File: config.mk
export PLATFORM = sky130hd
export DESIGN_NAME = days_between_dates_unit
export DESIGN_NICKNAME = d
export VERILOG_FILES = /design/src/hdl/dbd_pkg.sv /design/src/hdl/dbd_ordinal.sv /design/src/hdl/days_between_dates_unit.sv
export SDC_FILE = /design/constraint.sdc
export NUM_CORES = 2
export LEC_CHECK = 0
export BUFFER_PORTS_ARGS = -buffer_cell sky130_fd_sc_hd__buf_2
export CAP_MARGIN = 25
export CORE_ASPECT_RATIO = 1.1
export CORE_UTILIZATION = 45
export DETAILED_ROUTE_END_ITERATION = 12
export GPL_TIMING_DRIVEN = 0
export SYNTH_ARGS = -nofsm -noshare
export SYNTH_HDL_FRONTEND = slang
export SYNTH_HIERARCHICAL = 1
export SYNTH_SLANG_ARGS = --single-unit
File: constraint.sdc
create_clock -name clk -period 8.9 [get_ports clk]
set_clock_uncertainty 0.1 [all_clocks]
set_input_delay 0.89 -clock clk [delete_from_list [all_inputs] [get_ports clk]]
set_output_delay 0.89 -clock clk [all_outputs]
set_load 0.03 [all_outputs]
File: src/hdl/dbd_pkg.sv
package dbd_pkg;

  localparam int unsigned YEAR_W  = 14;
  localparam int unsigned MONTH_W = 4;
  localparam int unsigned DAY_W   = 5;
  localparam int unsigned COUNT_W = 22;

  // Ordinal day numbers up to year 16383 need one more bit than the count.
  localparam int unsigned ORD_W   = 23;
  localparam int unsigned DOY_W   = 9;

  localparam int unsigned IN_DATA_W  = 48;
  localparam int unsigned OUT_DATA_W = 24;

  localparam logic [YEAR_W-1:0]  MIN_YEAR = 14'd1;
  localparam logic [YEAR_W-1:0]  MAX_YEAR = 14'd9999;
  localparam logic [MONTH_W-1:0] MONTH_JAN = 4'd1;
  localparam logic [MONTH_W-1:0] MONTH_FEB = 4'd2;
  localparam logic [MONTH_W-1:0] MONTH_APR = 4'd4;
  localparam logic [MONTH_W-1:0] MONTH_JUN = 4'd6;
  localparam logic [MONTH_W-1:0] MONTH_SEP = 4'd9;
  localparam logic [MONTH_W-1:0] MONTH_NOV = 4'd11;
  localparam logic [MONTH_W-1:0] MONTH_DEC = 4'd12;
  localparam logic [COUNT_W-1:0] MAX_COUNT = 22'd3652058;

  // Quotient by 100 as multiply by ceil(2^20/100) and shift by 20; exact for all
  // 14-bit values because the rounding error times 2^14 stays below 2^20.
  localparam logic [YEAR_W-1:0]  RECIP_100   = 14'd10486;
  localparam int unsigned        RECIP_SHIFT = 20;
  localparam int unsigned        PROD_W      = 2 * YEAR_W;
  localparam int unsigned        QUOT_W      = 8;

  localparam logic [8:0]         DAYS_PER_YEAR = 9'd365;

  // Stage load enables of the per-date pipeline.
  typedef struct packed {
    logic ld1;
    logic ld2;
    logic ld3;
  } ord_en_t;

  // Days before the first of each month in a common year.
  function automatic logic [DOY_W-1:0] days_before(input logic [MONTH_W-1:0] m);
    logic [DOY_W-1:0] r;
    case (m)
      4'd1:    r = 9'd0;
      4'd2:    r = 9'd31;
      4'd3:    r = 9'd59;
      4'd4:    r = 9'd90;
      4'd5:    r = 9'd120;
      4'd6:    r = 9'd151;
      4'd7:    r = 9'd181;
      4'd8:    r = 9'd212;
      4'd9:    r = 9'd243;
      4'd10:   r = 9'd273;
      4'd11:   r = 9'd304;
      4'd12:   r = 9'd334;
      default: r = 9'd0;
    endcase
    return r;
  endfunction

endpackage

File: src/hdl/dbd_ordinal.sv
module dbd_ordinal (
  input  logic                             clk,
  input  dbd_pkg::ord_en_t                 en,
  input  logic [dbd_pkg::YEAR_W-1:0]       year,
  input  logic [dbd_pkg::MONTH_W-1:0]      month,
  input  logic [dbd_pkg::DAY_W-1:0]        day,
  output logic [dbd_pkg::ORD_W-1:0]        ordinal,
  output logic                             date_ok
);

  // Stage 1: year minus one, and quotients by 100 of year and year minus one.
  logic [dbd_pkg::YEAR_W-1:0]  p_in;
  logic [dbd_pkg::PROD_W-1:0]  prod_y;
  logic [dbd_pkg::PROD_W-1:0]  prod_p;
  logic [dbd_pkg::YEAR_W-1:0]  y1_r;
  logic [dbd_pkg::YEAR_W-1:0]  p1_r;
  logic [dbd_pkg::MONTH_W-1:0] m1_r;
  logic [dbd_pkg::DAY_W-1:0]   d1_r;
  logic [dbd_pkg::QUOT_W-1:0]  qy1_r;
  logic [dbd_pkg::QUOT_W-1:0]  qp1_r;

  assign p_in   = year - dbd_pkg::MIN_YEAR;
  assign prod_y = year * dbd_pkg::RECIP_100;
  assign prod_p = p_in * dbd_pkg::RECIP_100;

  always_ff @(posedge clk) begin
    if (en.ld1) begin
      y1_r  <= year;
      p1_r  <= p_in;
      m1_r  <= month;
      d1_r  <= day;
      qy1_r <= prod_y[dbd_pkg::RECIP_SHIFT +: dbd_pkg::QUOT_W];
      qp1_r <= prod_p[dbd_pkg::RECIP_SHIFT +: dbd_pkg::QUOT_W];
    end
  end

  // Stage 2: leap year, validity and day of year.
  logic [dbd_pkg::YEAR_W-1:0]  rem100;
  logic                        leap;
  logic [dbd_pkg::DAY_W-1:0]   mlen;
  logic                        ok_nxt;
  logic [dbd_pkg::DOY_W-1:0]   doy_nxt;
  logic [dbd_pkg::YEAR_W-1:0]  p2_r;
  logic [dbd_pkg::QUOT_W-1:0]  qp2_r;
  logic [dbd_pkg::DOY_W-1:0]   doy2_r;
  logic                        ok2_r;

  always_comb begin
    rem100 = y1_r - dbd_pkg::YEAR_W'(qy1_r) * 14'd100;
    leap   = ((y1_r[1:0] == 2'd0) && (rem100 != '0)) ||
             ((rem100 == '0) && (qy1_r[1:0] == 2'd0));
    if (m1_r == dbd_pkg::MONTH_FEB) begin
      mlen = leap ? 5'd29 : 5'd28;
    end else if (m1_r == dbd_pkg::MONTH_APR || m1_r == dbd_pkg::MONTH_JUN ||
                 m1_r == dbd_pkg::MONTH_SEP || m1_r == dbd_pkg::MONTH_NOV) begin
      mlen = 5'd30;
    end else begin
      mlen = 5'd31;
    end
    ok_nxt = (y1_r >= dbd_pkg::MIN_YEAR) && (y1_r <= dbd_pkg::MAX_YEAR) &&
             (m1_r >= dbd_pkg::MONTH_JAN) && (m1_r <= dbd_pkg::MONTH_DEC) &&
             (d1_r != '0) && (d1_r <= mlen);
    doy_nxt = dbd_pkg::days_before(m1_r) + dbd_pkg::DOY_W'(d1_r) +
              dbd_pkg::DOY_W'((m1_r > dbd_pkg::MONTH_FEB) && leap);
  end

  always_ff @(posedge clk) begin
    if (en.ld2) begin
      p2_r   <= p1_r;
      qp2_r  <= qp1_r;
      doy2_r <= doy_nxt;
      ok2_r  <= ok_nxt;
    end
  end

  // Stage 3: ordinal day number, 1 for the first day of year one.
  logic [dbd_pkg::ORD_W-1:0] ord_nxt;
  logic [dbd_pkg::ORD_W-1:0] ord3_r;
  logic                      ok3_r;

  assign ord_nxt = dbd_pkg::ORD_W'(p2_r) * dbd_pkg::ORD_W'(dbd_pkg::DAYS_PER_YEAR)
                 + dbd_pkg::ORD_W'(p2_r >> 2)
                 - dbd_pkg::ORD_W'(qp2_r)
                 + dbd_pkg::ORD_W'(qp2_r >> 2)
                 + dbd_pkg::ORD_W'(doy2_r);

  always_ff @(posedge clk) begin
    if (en.ld3) begin
      ord3_r <= ord_nxt;
      ok3_r  <= ok2_r;
    end
  end

  assign ordinal = ord3_r;
  assign date_ok = ok3_r;

endmodule

File: src/hdl/days_between_dates_unit.sv
// Channel   Port group   tdata (low bit up)                          tuser
// input     in_          start_year, start_month, start_day,         -
//                        end_year, end_month, end_day, 2 pad zeros
// output    out_         day_count, 2 pad zeros                      bad_date
//
// Four register stages: quotients by 100, leap and validity checks, ordinal
// day numbers, then the difference in the output register.
// One transfer per cycle in steady state while the output is not stalled.
// Each stage has its own valid bit and loads when it is empty or its
// successor moves, so bubbles are squeezed out during an output stall.
// Reset clears only the valid bits.
module days_between_dates_unit (
  input  logic                              clk,
  input  logic                              rst_n,
  input  logic                              in_tvalid,
  output logic                              in_tready,
  input  logic [dbd_pkg::IN_DATA_W-1:0]     in_tdata,   // start_year, start_month,
                                                        // start_day, end_year,
                                                        // end_month, end_day
  output logic                              out_tvalid,
  input  logic                              out_tready,
  output logic [dbd_pkg::OUT_DATA_W-1:0]    out_tdata,  // day_count
  output logic                              out_tuser   // bad_date
);

  logic [2:0] vld_r;
  logic [2:0] vld_nxt;
  logic       rdy1, rdy2, rdy3, rdy_out;
  logic       out_valid_r;
  dbd_pkg::ord_en_t en;

  assign rdy_out = !out_valid_r || out_tready;
  assign rdy3    = !vld_r[2] || rdy_out;
  assign rdy2    = !vld_r[1] || rdy3;
  assign rdy1    = !vld_r[0] || rdy2;

  assign in_tready = rdy1;
  assign en.ld1    = rdy1;
  assign en.ld2    = rdy2;
  assign en.ld3    = rdy3;

  always_comb begin
    vld_nxt[0] = rdy1 ? in_tvalid : vld_r[0];
    vld_nxt[1] = rdy2 ? vld_r[0]  : vld_r[1];
    vld_nxt[2] = rdy3 ? vld_r[1]  : vld_r[2];
  end

  always_ff @(posedge clk) begin
    if (!rst_n) begin
      vld_r       <= '0;
      out_valid_r <= 1'b0;
    end else begin
      vld_r <= vld_nxt;
      if (rdy_out) begin
        out_valid_r <= vld_r[2];
      end
    end
  end

  logic [dbd_pkg::ORD_W-1:0] ord_a, ord_b;
  logic                      ok_a, ok_b;

  dbd_ordinal u_ord_start (
    .clk     (clk),
    .en      (en),
    .year    (in_tdata[13:0]),
    .month   (in_tdata[17:14]),
    .day     (in_tdata[22:18]),
    .ordinal (ord_a),
    .date_ok (ok_a)
  );

  dbd_ordinal u_ord_end (
    .clk     (clk),
    .en      (en),
    .year    (in_tdata[36:23]),
    .month   (in_tdata[40:37]),
    .day     (in_tdata[45:41]),
    .ordinal (ord_b),
    .date_ok (ok_b)
  );

  // Stage 4: absolute difference, forced to zero when either date is bad.
  logic [dbd_pkg::ORD_W-1:0]   diff;
  logic [dbd_pkg::COUNT_W-1:0] count_nxt;
  logic                        bad_nxt;
  logic [dbd_pkg::COUNT_W-1:0] count_r;
  logic                        bad_r;

  always_comb begin
    diff      = (ord_a <= ord_b) ? (ord_b - ord_a) : (ord_a - ord_b);
    bad_nxt   = !(ok_a && ok_b);
    count_nxt = bad_nxt ? '0 : diff[dbd_pkg::COUNT_W-1:0];
  end

  always_ff @(posedge clk) begin
    if (rdy_out) begin
      count_r <= count_nxt;
      bad_r   <= bad_nxt;
    end
  end

  assign out_tvalid = out_valid_r;
  assign out_tdata  = {{(dbd_pkg::OUT_DATA_W - dbd_pkg::COUNT_W){1'b0}}, count_r};
  assign out_tuser  = bad_r;

`ifndef SYNTH
  a_bad_zero: assert property (@(posedge clk) disable iff (!rst_n)
    out_tvalid && out_tuser |-> out_tdata[21:0] == '0)
    else $error("bad date result carries a nonzero day count");

  a_ready_when_empty: assert property (@(posedge clk) disable iff (!rst_n)
    !out_tvalid |-> in_tready)
    else $error("input stalled while the output register is empty");

  a_count_range: assert property (@(posedge clk) disable iff (!rst_n)
    out_tvalid |-> out_tdata[21:0] <= dbd_pkg::MAX_COUNT)
    else $error("day count beyond the span of valid dates");
`endif

endmodule

==> results.json <==
{
  "status": "finished with violations",
  "violations": "design-rule violations",
  "ctsResizeCount": 0,
  "synth_top_cells_by_count": "842 x inv_1, 732 x ha_1, 438 x fa_1",
  "synth_fa_ha_area_share_pct": 49.13,
  "cts_buffer_depth": 3,
  "multiInputGateArea_um2": 25460,
  "finalMaxSlewViolations": 0,
  "grt_max_degree": 58,
  "worst-setup-path-type": "input port to flip-flop",
  "area_delta_synth_final_pct": 8.051,
  "max_freq_mhz": 136.5,
  "antenna_found_initial": 6,
  "finalCritPeriodShare_pct": 82.32,
  "ant_nets": 0,
  "root_buffer": "clkbuf_16",
  "die_h_um": 300.7,
  "clock_latency_ns": 0.55,
  "finalHoldViolations": 0,
  "dr.pass1.iters": 9,
  "viasPerCell": 5.077,
  "startpoint_type": "input port",
  "grt_overflow": 0,
  "cts_tree": "yes",
  "fillers": 7454,
  "die_w_um": 273.5,
  "crit_path_end_kind": "flip-flop",
  "grt_pass1_vias": 24970,
  "arrival_ns": 7.54,
  "ys_warn_count": 6,
  "setup_viol": 0,
  "yosys.area.top_type_share_pct": 25.10,
  "rows": 109,
  "post_cts_buffers": 0,
  "drt_wl_total_um": 77080,
  "yosysSeqAreaShare_pct": 21.04,
  "grt_pass1_wl_um": 128100,
  "core_um2": 80330,
  "final_layout_size_suffix_gt1_share_pct": 5.543,
  "post-route-drc-count": 4,
  "syn_inst": 3516,
  "seq_area_um2": 7677,
  "synthArstFlopShare_pct": 0,
  "first_iter_violations": 979,
  "synth_area_leaders": "ha_1 25%, fa_1 24%, edfxtp_1 20%",
  "vias": 23950,
  "io_pins": 79,
  "dp_hpwl_um": 66460,
  "ys_seq_elements": 263,
  "cts_hold_buf": 0,
  "gp_congestion": 0.9036,
  "synth_compound_area_share_pct": 9.673,
  "synthMuxAreaShare_pct": 0.5349,
  "maxCapViolations": 0,
  "critPathRequiredTime_ns": 9.12,
  "yosys_most_used_dff": "edfxtp_1",
  "hp-class": "flip-flop to flip-flop",
  "cts_sinks": 263,
  "io_buffers": 74,
  "synth-simple-area-share_pct": 7.115,
  "cts.htree.levels": 2,
  "synth_area_per_cell_um2": 10.38,
  "final.min_clock_period_ns": 7.326,
  "synth.most_common_cell": "inv_1",
  "netlist_area_um2": 36490,
  "clk_pin_slew_ns": 0.07,
  "dieArea_um2": 82230,
  "synth_top_family_by_area": "adder cells",
  "synth-xor-area-share_pct": 3.264,
  "start_util_pct": 45.43,
  "max_slew_margin_pct": 30.44,
  "cts_buffers": 34,
  "routedWlPerCell_um": 16.34,
  "synth_edf_count": 241,
  "grt_use_total_pct": 19.55,
  "num-nets-final": 4859,
  "setup_tns_ns": 0,
  "rsz0062_at_grt": "no",
  "yosys.area.top_type": "ha_1",
  "synth_cell_types": 103,
  "max_slew.worst_pin.slew_ns": 1.036,
  "crit_fanout": 9
}
## metal layers
layer  vias to the layer above  share of wire (%)  GRT usage (%)
li1                      11910                  -              -
met1                     11600                 45          25.43
met2                       322                 50          34.65
met3                       108                2.8          2.217
met4                         8                2.2          4.469
met5                         -              0.071              0
## cell usage in the layout, fill, tap and decap left out, drive strengths merged, types with 15 or more instances in the layout
cell type	synthesis	routed
nand4	34	34
o211ai	26	26
a211oi	19	19
buf	16	100
nand2	142	142
xor2	43	43
fa	438	438
nor2b	28	28
a21o	69	69
and3	27	27
a31oi	15	15
dfxtp	22	22
ha	732	732
nor3	38	38
nand2b	19	19
o21ai	116	116
nor4	16	16
o21a	26	26
edfxtp	241	241
inv	842	844
nand3	50	50
clkbuf	25	67
nor2	103	103
xnor2	93	93
a21oi	156	156
mux2i	15	15
## cell families after synthesis
group,count (synthesis)
AO/OA/AOI/OAI,531
other,1
multiplexers,19
buffers and inverters,883
XOR/XNOR,136
adder cells (fa/ha/maj),1170
AND/OR/NAND/NOR,513
flip-flops,263
## cell type report
cell class	instances	area share, %
Clock inverter	19	0.4316
Clock buffer	42	2.390
Sequential cell	263	19.47
Multi-Input combinational cell	2371	64.57
Inverter	842	8.016
Timing Repair Buffer	84	1.244
Tap cell	1054	3.345
Antenna cell	1	0.006347
Buffer	41	0.5300
## through the flow
stage,cell area (um2),std cells,hold slack [ns],setup slack (ns),util (%)
final,39430,4717,0.3076,1.574,49.08
after global routing,39430,4716,0.3211,1.213,49.08
after CTS,39410,4714,0.3098,1.515,49.06
after detailed placement,38300,4653,0.3045,0.9378,47.68
after global placement,38180,4645,0.3007,0.9569,47.53
after floorplan,36490,3517,0.3003,2.163,-
## critical path, stage by stage
cell and delay [ns]:
buf_2 0.25, inv_1 0.19, ha_1 0.21, a21boi_0 0.43, nand4_1 0.24, xnor2_1 0.67
inv_1 0.31, ha_1 0.41, fa_1 0.45, fa_1 0.54, inv_1 0.05, fa_1 0.52
fa_1 0.51, inv_1 0.05, ha_1 0.29, a211o_1 0.29, or2_0 0.20, o22ai_1 0.27
o211ai_1 0.16, a21o_1 0.19, a21oi_1 0.17, xnor2_1 0.24
## state kept, by name, summed over array words and instances, names as in the netlist, 9 cells and up, named ones only
| register | flops |
|---|---|
| u_ord_end/ordinal | 23 |
| u_ord_start/ordinal | 23 |
| count_r | 22 |
| u_ord_end/p1_r | 14 |
| u_ord_end/p2_r | 14 |
| u_ord_end/y1_r | 14 |
| u_ord_start/p1_r | 14 |
| u_ord_start/p2_r | 14 |
| u_ord_start/y1_r | 14 |
| u_ord_end/doy2_r | 9 |
| u_ord_start/doy2_r | 9 |
## worst paths after layout
path / from / endpoint / slack (ns) / cells after the start
setup / recovery: in_tdata[2] / u_ord_start/qp1_r[0] / 1.57 / 22
setup reg to reg: u_ord_start/qy1_r[3] / u_ord_start/doy2_r[8] / 2.64 / 24
hold / removal: u_ord_end/p1_r[13] / u_ord_end/p2_r[13] / 0.31 / 0
hold reg to reg: u_ord_end/p1_r[13] / u_ord_end/p2_r[13] / 0.31 / 0
Power is not shown: default switching activity piles up to over one toggle a cycle in this logic, so the estimate is an artifact.
